==> config.mk <==
export PLATFORM = sky130hd
export DESIGN_NAME = glob_wildcard_matcher_unit
export DESIGN_NICKNAME = d
export VERILOG_FILES = /design/src/gwm_pkg.sv /design/src/gwm_front.sv /design/src/gwm_op_queue.sv /design/src/gwm_engine.sv /design/src/glob_wildcard_matcher_unit.sv
export SDC_FILE = /design/constraint.sdc
export NUM_CORES = 1
export LEC_CHECK = 0
export BUFFER_PORTS_ARGS = -buffer_cell sky130_fd_sc_hd__buf_2
export CORE_MARGIN = 1
export CORE_UTILIZATION = 30
export DETAILED_ROUTE_END_ITERATION = 10
export SLEW_MARGIN = 15
export SYNTH_ARGS = -nofsm -noshare
export SYNTH_HDL_FRONTEND = slang
export SYNTH_HIERARCHICAL = 1
export SYNTH_SLANG_ARGS = --single-unit
==> constraint.sdc <==
create_clock -name clk -period 4.3 [get_ports clk]
set_input_delay 0.645 -clock clk [delete_from_list [all_inputs] [get_ports clk]]
set_output_delay 0.645 -clock clk [all_outputs]
set_load 0.02 [all_outputs]
==> src/gwm_pkg.sv <==
// Shared types, constants and a helper function for the glob wildcard matcher.
// Used by every module of the block; depends on nothing else.
`timescale 1ns / 1ps

package gwm_pkg;

    // Pattern capacity and the widths that follow from it.
    localparam int PATTERN_MAX = 32;
    localparam int ACT_W       = PATTERN_MAX + 1;
    localparam int LEN_W       = $clog2(PATTERN_MAX + 1);
    localparam int IDX_W       = $clog2(PATTERN_MAX);

    // Depth of the queue between front and back, and of the result queue.
    localparam int OPQ_DEPTH = 4;
    localparam int OPQ_PTR_W = $clog2(OPQ_DEPTH);
    localparam int OPQ_CNT_W = $clog2(OPQ_DEPTH + 1);
    localparam int RES_DEPTH = 2;
    localparam int RES_PTR_W = $clog2(RES_DEPTH);
    localparam int RES_CNT_W = $clog2(RES_DEPTH + 1);

    // Input command codes.
    localparam logic [1:0] CMD_CLEAR  = 2'd0;
    localparam logic [1:0] CMD_APPEND = 2'd1;
    localparam logic [1:0] CMD_FEED   = 2'd2;
    localparam logic [1:0] CMD_FINISH = 2'd3;

    // Slash mode codes; the unused code behaves as automatic.
    localparam logic [1:0] SLASH_AUTO   = 2'd0;
    localparam logic [1:0] SLASH_NEVER  = 2'd1;
    localparam logic [1:0] SLASH_ALWAYS = 2'd2;

    // Special pattern characters.
    localparam logic [15:0] CH_QUESTION  = 16'h003F;
    localparam logic [15:0] CH_STAR      = 16'h002A;
    localparam logic [15:0] CH_BACKSLASH = 16'h005C;
    localparam logic [15:0] CH_SLASH     = 16'h002F;
    localparam logic [15:0] CH_DOT       = 16'h002E;

    typedef enum logic [1:0] {
        KIND_LIT,
        KIND_ESC,
        KIND_ANY,
        KIND_STAR
    } kind_t;

    typedef enum logic [2:0] {
        OP_CLEAR,
        OP_APPEND,
        OP_RESTART,
        OP_FEED,
        OP_FINISH
    } op_code_t;

    // One classified operation handed from the front to the back.
    typedef struct packed {
        op_code_t    code;
        kind_t       kind;
        logic [15:0] chr;
        logic        dot_slash;
        logic        lone_escape;
    } op_t;

    // One stored pattern element: kind, character and whether its raw
    // character is a slash or a dot.
    typedef struct packed {
        kind_t       kind;
        logic [15:0] chr;
        logic        dot_slash;
    } element_t;

    typedef struct packed {
        logic matched;
        logic pattern_fault;
    } result_t;

    // Skip closure over a run of skippable positions. A carry that enters a
    // run of ones in the skip mask ripples to the first position past the run.
    function automatic logic [ACT_W-1:0] skip_closure(input logic [ACT_W-1:0] act,
                                                     input logic [ACT_W-1:0] skip);
        logic [ACT_W-1:0] sum;
        sum = (act & skip) + skip;
        return act | (sum ^ skip);
    endfunction

endpackage

==> src/gwm_front.sv <==
// Front end: accepts input requests, tracks the pending escape and classifies
// each request into one operation for the back end. Depends on gwm_pkg.
`timescale 1ns / 1ps

module gwm_front (
    input  logic             clk,
    input  logic             rst_n,
    input  logic             accept,
    input  logic [1:0]       command,
    input  logic [15:0]      pattern_char,
    input  logic [7:0]       example_char,
    output gwm_pkg::op_t     op_out
);
    import gwm_pkg::*;

    logic escape_reg;
    logic escape_next;
    op_t  op;

    // Classify the request and work out the next escape state.
    always_comb
    begin
        op             = '0;
        op.code        = OP_RESTART;
        op.kind        = KIND_LIT;
        op.chr         = pattern_char;
        op.dot_slash   = 1'b0;
        op.lone_escape = escape_reg;
        escape_next    = escape_reg;
        case (command)
            CMD_CLEAR:
            begin
                op.code     = OP_CLEAR;
                escape_next = 1'b0;
            end
            CMD_APPEND:
            begin
                if (escape_reg)
                begin
                    op.code     = OP_APPEND;
                    op.kind     = KIND_ESC;
                    escape_next = 1'b0;
                end
                else if (pattern_char == CH_BACKSLASH)
                begin
                    op.code     = OP_RESTART;
                    escape_next = 1'b1;
                end
                else if (pattern_char == CH_QUESTION)
                begin
                    op.code = OP_APPEND;
                    op.kind = KIND_ANY;
                end
                else if (pattern_char == CH_STAR)
                begin
                    op.code = OP_APPEND;
                    op.kind = KIND_STAR;
                end
                else
                begin
                    op.code      = OP_APPEND;
                    op.kind      = KIND_LIT;
                    op.dot_slash = (pattern_char == CH_SLASH) || (pattern_char == CH_DOT);
                end
            end
            CMD_FEED:
            begin
                op.code = OP_FEED;
                op.chr  = {8'd0, example_char};
            end
            default:
            begin
                op.code = OP_FINISH;
            end
        endcase
    end

    assign op_out = op;

    // Escape state advances only on an accepted request.
    always_ff @(posedge clk or negedge rst_n)
    begin
        if (!rst_n)
        begin
            escape_reg <= 1'b0;
        end
        else if (accept)
        begin
            escape_reg <= escape_next;
        end
    end

endmodule

==> src/gwm_op_queue.sv <==
// Short queue of classified operations between the front and the back end.
// Depends on gwm_pkg.
`timescale 1ns / 1ps

module gwm_op_queue (
    input  logic         clk,
    input  logic         rst_n,
    input  logic         push,
    input  gwm_pkg::op_t push_op,
    output logic         full,
    input  logic         pop,
    output gwm_pkg::op_t head_op,
    output logic         empty
);
    import gwm_pkg::*;

    op_t                  mem_reg [OPQ_DEPTH];
    logic [OPQ_PTR_W-1:0] wr_ptr_reg;
    logic [OPQ_PTR_W-1:0] wr_ptr_next;
    logic [OPQ_PTR_W-1:0] rd_ptr_reg;
    logic [OPQ_PTR_W-1:0] rd_ptr_next;
    logic [OPQ_CNT_W-1:0] count_reg;
    logic [OPQ_CNT_W-1:0] count_next;
    logic                 do_push;
    logic                 do_pop;

    assign full    = (count_reg == OPQ_CNT_W'(OPQ_DEPTH));
    assign empty   = (count_reg == '0);
    assign do_push = push && !full;
    assign do_pop  = pop && !empty;
    assign head_op = mem_reg[rd_ptr_reg];

    // Pointer and fill count updates.
    always_comb
    begin
        wr_ptr_next = wr_ptr_reg;
        rd_ptr_next = rd_ptr_reg;
        count_next  = count_reg;
        if (do_push)
        begin
            wr_ptr_next = (wr_ptr_reg == OPQ_PTR_W'(OPQ_DEPTH - 1)) ? '0 : wr_ptr_reg + 1'b1;
        end
        if (do_pop)
        begin
            rd_ptr_next = (rd_ptr_reg == OPQ_PTR_W'(OPQ_DEPTH - 1)) ? '0 : rd_ptr_reg + 1'b1;
        end
        if (do_push && !do_pop)
        begin
            count_next = count_reg + 1'b1;
        end
        else if (do_pop && !do_push)
        begin
            count_next = count_reg - 1'b1;
        end
    end

    always_ff @(posedge clk or negedge rst_n)
    begin
        if (!rst_n)
        begin
            wr_ptr_reg <= '0;
            rd_ptr_reg <= '0;
            count_reg  <= '0;
        end
        else
        begin
            wr_ptr_reg <= wr_ptr_next;
            rd_ptr_reg <= rd_ptr_next;
            count_reg  <= count_next;
        end
    end

    // Entry storage needs no reset.
    always_ff @(posedge clk)
    begin
        if (do_push)
        begin
            mem_reg[wr_ptr_reg] <= push_op;
        end
    end

endmodule

==> src/gwm_engine.sv <==
// Back end: holds the pattern, runs the bit-parallel position automaton and
// queues match results. Depends on gwm_pkg.
`timescale 1ns / 1ps

module gwm_engine (
    input  logic         clk,
    input  logic         rst_n,
    input  logic         cfg_write,
    input  logic [1:0]   cfg_data,
    input  gwm_pkg::op_t op_in,
    input  logic         op_valid,
    output logic         op_take,
    input  logic         res_pop,
    output logic         res_empty,
    output logic         matched,
    output logic         pattern_fault
);
    import gwm_pkg::*;

    logic [1:0]           slash_mode_reg;
    element_t             elem_mem_reg [PATTERN_MAX];
    logic [LEN_W-1:0]     length_reg;
    logic [LEN_W-1:0]     length_next;
    logic                 fault_reg;
    logic                 fault_next;
    logic [ACT_W-1:0]     active_reg;
    logic [ACT_W-1:0]     active_next;

    result_t              res_mem_reg [RES_DEPTH];
    logic [RES_PTR_W-1:0] res_wr_reg;
    logic [RES_PTR_W-1:0] res_rd_reg;
    logic [RES_CNT_W-1:0] res_count_reg;
    logic [RES_CNT_W-1:0] res_count_next;
    logic                 res_full;
    logic                 res_push;
    logic                 res_do_pop;
    result_t              res_new;

    logic [ACT_W-1:0]     valid_v;
    logic [ACT_W-1:0]     star_m;
    logic [ACT_W-1:0]     any_m;
    logic [ACT_W-1:0]     dot_slash_v;
    logic [ACT_W-1:0]     closed_feed;
    logic [ACT_W-1:0]     closed_end;
    logic [ACT_W-1:0]     feed_next;
    logic                 is_slash;
    logic                 auto_mode;
    logic                 refuse;
    logic                 can_store;

    assign res_full   = (res_count_reg == RES_CNT_W'(RES_DEPTH));
    assign res_empty  = (res_count_reg == '0);
    assign op_take    = op_valid && ((op_in.code != OP_FINISH) || !res_full);
    assign res_push   = op_take && (op_in.code == OP_FINISH);
    assign res_do_pop = res_pop && !res_empty;
    assign can_store  = (length_reg < LEN_W'(PATTERN_MAX));

    // Per-position masks taken from the stored elements.
    always_comb
    begin
        valid_v     = '0;
        star_m      = '0;
        any_m       = '0;
        dot_slash_v = '0;
        for (int i = 0; i < PATTERN_MAX; i++)
        begin
            valid_v[i]     = (LEN_W'(i) < length_reg);
            star_m[i]      = valid_v[i] && (elem_mem_reg[i].kind == KIND_STAR);
            any_m[i]       = valid_v[i] && (elem_mem_reg[i].kind == KIND_ANY);
            dot_slash_v[i] = valid_v[i] && elem_mem_reg[i].dot_slash;
        end
    end

    // Star skipping before a byte, star and '?' skipping at the end.
    assign closed_feed = skip_closure(active_reg, star_m);
    assign closed_end  = skip_closure(active_reg, star_m | any_m);

    // One byte step over all positions at once.
    always_comb
    begin
        feed_next = '0;
        is_slash  = (op_in.chr == CH_SLASH);
        auto_mode = (slash_mode_reg != SLASH_NEVER) && (slash_mode_reg != SLASH_ALWAYS);
        refuse    = 1'b0;
        for (int i = 0; i < PATTERN_MAX; i++)
        begin
            refuse = valid_v[i + 1] &&
                     ((slash_mode_reg == SLASH_NEVER) || (auto_mode && dot_slash_v[i + 1]));
            if (closed_feed[i] && valid_v[i])
            begin
                case (elem_mem_reg[i].kind)
                    KIND_ANY:
                    begin
                        feed_next[i + 1] = 1'b1;
                    end
                    KIND_STAR:
                    begin
                        if (!(is_slash && refuse))
                        begin
                            feed_next[i] = 1'b1;
                        end
                    end
                    default:
                    begin
                        if (elem_mem_reg[i].chr == op_in.chr)
                        begin
                            feed_next[i + 1] = 1'b1;
                        end
                    end
                endcase
            end
        end
    end

    // Next pattern and automaton state for the operation at the head.
    always_comb
    begin
        length_next           = length_reg;
        fault_next            = fault_reg;
        active_next           = active_reg;
        res_new.pattern_fault = fault_reg || op_in.lone_escape;
        res_new.matched       = closed_end[length_reg] && !res_new.pattern_fault;
        if (op_take)
        begin
            case (op_in.code)
                OP_CLEAR:
                begin
                    length_next = '0;
                    fault_next  = 1'b0;
                    active_next = ACT_W'(1);
                end
                OP_APPEND:
                begin
                    if (can_store)
                    begin
                        length_next = length_reg + 1'b1;
                    end
                    else
                    begin
                        fault_next = 1'b1;
                    end
                    active_next = ACT_W'(1);
                end
                OP_FEED:
                begin
                    active_next = feed_next;
                end
                default:
                begin
                    active_next = ACT_W'(1);
                end
            endcase
        end
    end

    // Result queue fill count.
    always_comb
    begin
        res_count_next = res_count_reg;
        if (res_push && !res_do_pop)
        begin
            res_count_next = res_count_reg + 1'b1;
        end
        else if (res_do_pop && !res_push)
        begin
            res_count_next = res_count_reg - 1'b1;
        end
    end

    always_ff @(posedge clk or negedge rst_n)
    begin
        if (!rst_n)
        begin
            slash_mode_reg <= SLASH_AUTO;
            length_reg     <= '0;
            fault_reg      <= 1'b0;
            active_reg     <= ACT_W'(1);
            res_wr_reg     <= '0;
            res_rd_reg     <= '0;
            res_count_reg  <= '0;
        end
        else
        begin
            if (cfg_write)
            begin
                slash_mode_reg <= cfg_data;
            end
            length_reg    <= length_next;
            fault_reg     <= fault_next;
            active_reg    <= active_next;
            res_count_reg <= res_count_next;
            if (res_push)
            begin
                res_wr_reg <= (res_wr_reg == RES_PTR_W'(RES_DEPTH - 1)) ? '0 : res_wr_reg + 1'b1;
            end
            if (res_do_pop)
            begin
                res_rd_reg <= (res_rd_reg == RES_PTR_W'(RES_DEPTH - 1)) ? '0 : res_rd_reg + 1'b1;
            end
        end
    end

    // Pattern and result storage need no reset.
    always_ff @(posedge clk)
    begin
        if (op_take && (op_in.code == OP_APPEND) && can_store)
        begin
            elem_mem_reg[length_reg[IDX_W-1:0]] <= '{kind: op_in.kind, chr: op_in.chr,
                                                     dot_slash: op_in.dot_slash};
        end
        if (res_push)
        begin
            res_mem_reg[res_wr_reg] <= res_new;
        end
    end

    assign matched       = res_mem_reg[res_rd_reg].matched;
    assign pattern_fault = res_mem_reg[res_rd_reg].pattern_fault;

endmodule

==> src/glob_wildcard_matcher_unit.sv <==
// Top level of the glob wildcard matcher: front classifier, operation queue
// and matching engine. Depends on gwm_pkg, gwm_front, gwm_op_queue, gwm_engine.
`timescale 1ns / 1ps

// The block takes one request per clock cycle while full is low, for every
// command: pattern clears and appends, example bytes and end-of-example
// markers. Each request is classified on entry and lands in a four-entry
// queue; the engine executes one queued operation per cycle unless an
// end-of-example operation waits on a full result queue, updating all
// pattern positions at once, so an example byte costs the same however
// long the pattern is. An end-of-example request reaches the result ports
// through the operation queue and a two-entry result queue; full rises only
// when the result side has stalled long enough to back up both queues.
// There is no clearing pass after reset. The configuration channel is always
// ready and should be written only while no request is in flight.
module glob_wildcard_matcher_unit (
    input  logic        clk,
    input  logic        rst_n,
    input  logic        push,
    output logic        full,
    input  logic [1:0]  command,
    input  logic [15:0] pattern_char,
    input  logic [7:0]  example_char,
    output logic        empty,
    input  logic        pop,
    output logic        matched,
    output logic        pattern_fault,
    input  logic        cfg_valid,
    output logic        cfg_ready,
    input  logic [1:0]  cfg_data
);
    import gwm_pkg::*;

    op_t  front_op;
    op_t  head_op;
    logic accept;
    logic queue_empty;
    logic op_take;

    assign accept    = push && !full;
    assign cfg_ready = 1'b1;

    // Classify incoming requests.
    gwm_front u_front (
        .clk          (clk),
        .rst_n        (rst_n),
        .accept       (accept),
        .command      (command),
        .pattern_char (pattern_char),
        .example_char (example_char),
        .op_out       (front_op)
    );

    // Decouple the front from the engine.
    gwm_op_queue u_op_queue (
        .clk     (clk),
        .rst_n   (rst_n),
        .push    (push),
        .push_op (front_op),
        .full    (full),
        .pop     (op_take),
        .head_op (head_op),
        .empty   (queue_empty)
    );

    // Execute operations and queue results.
    gwm_engine u_engine (
        .clk           (clk),
        .rst_n         (rst_n),
        .cfg_write     (cfg_valid && cfg_ready),
        .cfg_data      (cfg_data),
        .op_in         (head_op),
        .op_valid      (!queue_empty),
        .op_take       (op_take),
        .res_pop       (pop),
        .res_empty     (empty),
        .matched       (matched),
        .pattern_fault (pattern_fault)
    );

endmodule

==> results.json <==
{
  "regToRegEndpoint": "u_engine/active_reg[30]",
  "swShare_pct": 35.37,
  "fin_crit_sh_pct": 93.12,
  "p_clk_share_pct": 26.4,
  "ys_seq_area_share_pct": 63.19,
  "post-place-ws_ns": 0.3505,
  "core_area_um2": 116800,
  "async_flop_share_pct": 7.133,
  "fillers": 11140,
  "slowest_delay_ns": 0.53,
  "period_needed_ns": 4.004,
  "path_max_fanout": 8,
  "cts_resized": 0,
  "clk_latency_ns": 0.64,
  "die_x_um": 346.2,
  "layout_commonest_cell": "edfxtp_1",
  "post_cts_buffers": 0,
  "antenna_found_initial": 2,
  "rrSetupSlack_ns": 0.30,
  "remaining_drc_errors": 0,
  "die_y_um": 346.2,
  "finalMaxSlewViolations": 0,
  "layout-drive-gt1-share_pct": 15.37,
  "crit_path_cell_trace": "inv_1 -> ha_1 -> buf_4 -> and2b_2 -> o21ai_1 -> nor4_1 -> and3_1 -> o21ai_2 -> a2111oi_4 -> nor2_1 -> o31a_1 -> o41a_1 -> o211ai_1",
  "setup_viol": 0,
  "fin_ws_ns": 0.2956,
  "htreeDepth": 3,
  "rsz0062_at_grt": "no",
  "largest_register_ffs": 607,
  "layout_common_cells": "edfxtp_1 (703), xor2_1 (434), buf_4 (159)",
  "yosys.area_share.simple_pct": 9.687,
  "ys_ff_latch": 757,
  "synth_edf_count": 703,
  "area_delta_synth_final_pct": 15.26,
  "clockRootBuffer": "clkbuf_16",
  "synth_top_family_by_area": "XOR/XNOR gates",
  "pin_count": 38,
  "cap_violations": 0,
  "avgRoutedWirePerCell_um": 21.44,
  "grt_start_max_net_pins": 57,
  "switchingPower_mw": 9.110,
  "status": "finished clean",
  "tightest_slew_ns": 0.9009,
  "drt-initial-drc-count": 2172,
  "grt.overflow.total": 0,
  "drt-total-wl_mm": 92.64,
  "synth.avg_cell_area_um2": 13.65,
  "die-area_um2": 119900,
  "holdBufCountCts": 0,
  "crit_path_top_delay_cell": "nor4_1",
  "hold_violations": 0,
  "fin_nets": 2784,
  "combPwrFrac_pct": 35.7,
  "p_int_mw": 16.65,
  "hold_class": "in -> async",
  "cp.arrival_ns": 4.56,
  "multi_input_area_um2": 12350,
  "drtPass1Iterations": 5,
  "yosysWarnings": 6,
  "path_class": "reg -> reg",
  "powerDensity_nw_per_um2": 628.7,
  "yosysUniqueCellTypes": 109,
  "num_antenna_cells": 0,
  "numCtsBuffers": 78,
  "fp-row-count": 125,
  "post_drt_via_cell_ratio": 5.164,
  "peakVddDrop_v": 0.0004914,
  "ys.flop_type": "edfxtp_1",
  "clock_path_buffers": 3,
  "worst_setup_path_end_kind": "flip-flop",
  "cts_tree": "yes",
  "tns_ns": 0,
  "endpoint": "u_engine/active_reg[30]",
  "skew_ns": 0.01896,
  "p_leak_nw": 13.69,
  "synth_compound_area_share_pct": 8.635,
  "synth_nets": 2653,
  "worstRegToRegCells": 13,
  "grt_pass1_vias": 22040,
  "worstReg2RegStart": "u_engine/length_reg[1]",
  "seqCellArea_um2": 22460,
  "start_util_pct": 30.42,
  "gp_congestion": 0.9640,
  "synthXorXnorAreaFrac_pct": 12.84,
  "clk_pin_slew_ns": 0.06,
  "startpoint": "u_engine/length_reg[1]",
  "grt_usage_pct": 15.30,
  "required_ns": 4.85,
  "netlist_area_um2": 35550,
  "synthAdderAreaFrac_pct": 0.5843,
  "pwr-share-seq_pct": 37.8,
  "numClockSinks": 757,
  "io_buffer_count": 36,
  "slew_headroom_pct": 39.77,
  "start_kind": "flip-flop",
  "grt_pass1_wl_mm": 141.3,
  "muxShareOfSynthArea_pct": 2.756,
  "dp_hpwl_mm": 61.46,
  "syn_inst": 2604,
  "clock.fmax_mhz": 249.7,
  "drtAntennaViolNets": 0,
  "dr_total_vias": 22320
}
## power groups by stage
stage	Combinational (mW)	Sequential, mW	Clock (mW)
2_1_floorplan	5.60	9.87	0
3_3_place_gp	9.24	9.89	0
3_5_place_dp	9.33	9.90	0
4_1_cts	9.36	9.75	6.97
5_1_grt	10.0	9.78	7.22
6_report	9.21	9.75	6.81
## cell usage after synthesis, types with 13 or more instances
cell type  number  area share (%)
edfxtp_1      703              59
xor2_1        434              11
nor2_1        132             1.4
nor4_1        131             2.3
nand2_1        91            0.96
a21oi_1        89             1.3
clkbuf_1       87            0.92
xnor2_1        87             2.1
nand4_1        69             1.2
o21ai_0        54            0.76
dfrtp_1        53             3.7
nor3_1         50            0.70
inv_1          37            0.39
buf_1          34            0.36
nand3_1        32            0.45
a31oi_1        24            0.42
o211ai_1       24            0.51
mux2_2         23            0.73
mux4_2         23             1.5
a21o_1         18            0.38
nor2b_1        18            0.32
and3_1         17            0.30
o311ai_0       16            0.39
buf_4          15            0.32
ha_1           15            0.53
mux2i_1        15            0.42
o31ai_1        15            0.32
o21bai_1       14            0.30
buf_2          13            0.18
## worst min-delay path by stage
stage                             start                       to  slack, ns
finish                            rst_n  u_engine/active_reg[11]       0.14
global route                      rst_n  u_engine/active_reg[11]       0.17
CTS                               rst_n  u_engine/active_reg[11]       0.12
detailed placement  u_engine/res_wr_reg      u_engine/res_wr_reg       0.49
global placement    u_engine/res_wr_reg      u_engine/res_wr_reg       0.47
floorplan                         rst_n  u_engine/active_reg[10]       0.35
## critical path: cells and delay by family, from the launching register on
| kind | cells | cell delay, ns |
|---|---|---|
| AND/OR/NAND/NOR | 4 | 1.29 |
| adder cells (fa/ha/maj) | 1 | 0.28 |
| flip-flops | 1 | 0.43 |
| buffers and inverters | 2 | 0.29 |
| AO/OA/AOI/OAI | 6 | 1.62 |
## cell type report
| type | instances | share of cell area (%) |
|---|---|---|
| Inverter | 37 | 0.3390 |
| Tap cell | 1524 | 4.654 |
| Sequential cell | 757 | 54.83 |
| Multi-Input combinational cell | 1657 | 30.15 |
| Clock buffer | 95 | 5.094 |
| Clock inverter | 47 | 1.145 |
| Timing Repair Buffer | 204 | 3.793 |
## layer usage
metal  GRT usage (%)  part of all wire (%)
met1           22.27                    47
met2           23.85                    45
met3           2.197                   5.6
met4           3.755                   1.9
met5               0                     0
## cell families after synthesis
family	after synthesis
AO/OA/AOI/OAI	425
XOR/XNOR	521
adder cells (fa/ha/maj)	16
buffers and inverters	190
flip-flops	757
multiplexers	65
other	1
AND/OR/NAND/NOR	629
## metrics by stage
| stage | instance area (um2) | std cells | hold slack, ns | power [mW] | utilization, % |
|---|---|---|---|---|---|
| after global placement | 38410 | 4179 | 0.4701 | 19.13 | 32.88 |
| after floorplan | 35550 | 2604 | 0.3494 | 15.47 | - |
| after global routing | 40970 | 4321 | 0.1744 | 27.01 | 35.07 |
| after detailed placement | 38410 | 4179 | 0.4905 | 19.24 | 32.88 |
| after CTS | 40970 | 4321 | 0.1191 | 26.08 | 35.07 |
| final | 40970 | 4321 | 0.1355 | 25.76 | 35.07 |
Note: power is estimated with default switching activity, not from simulation.
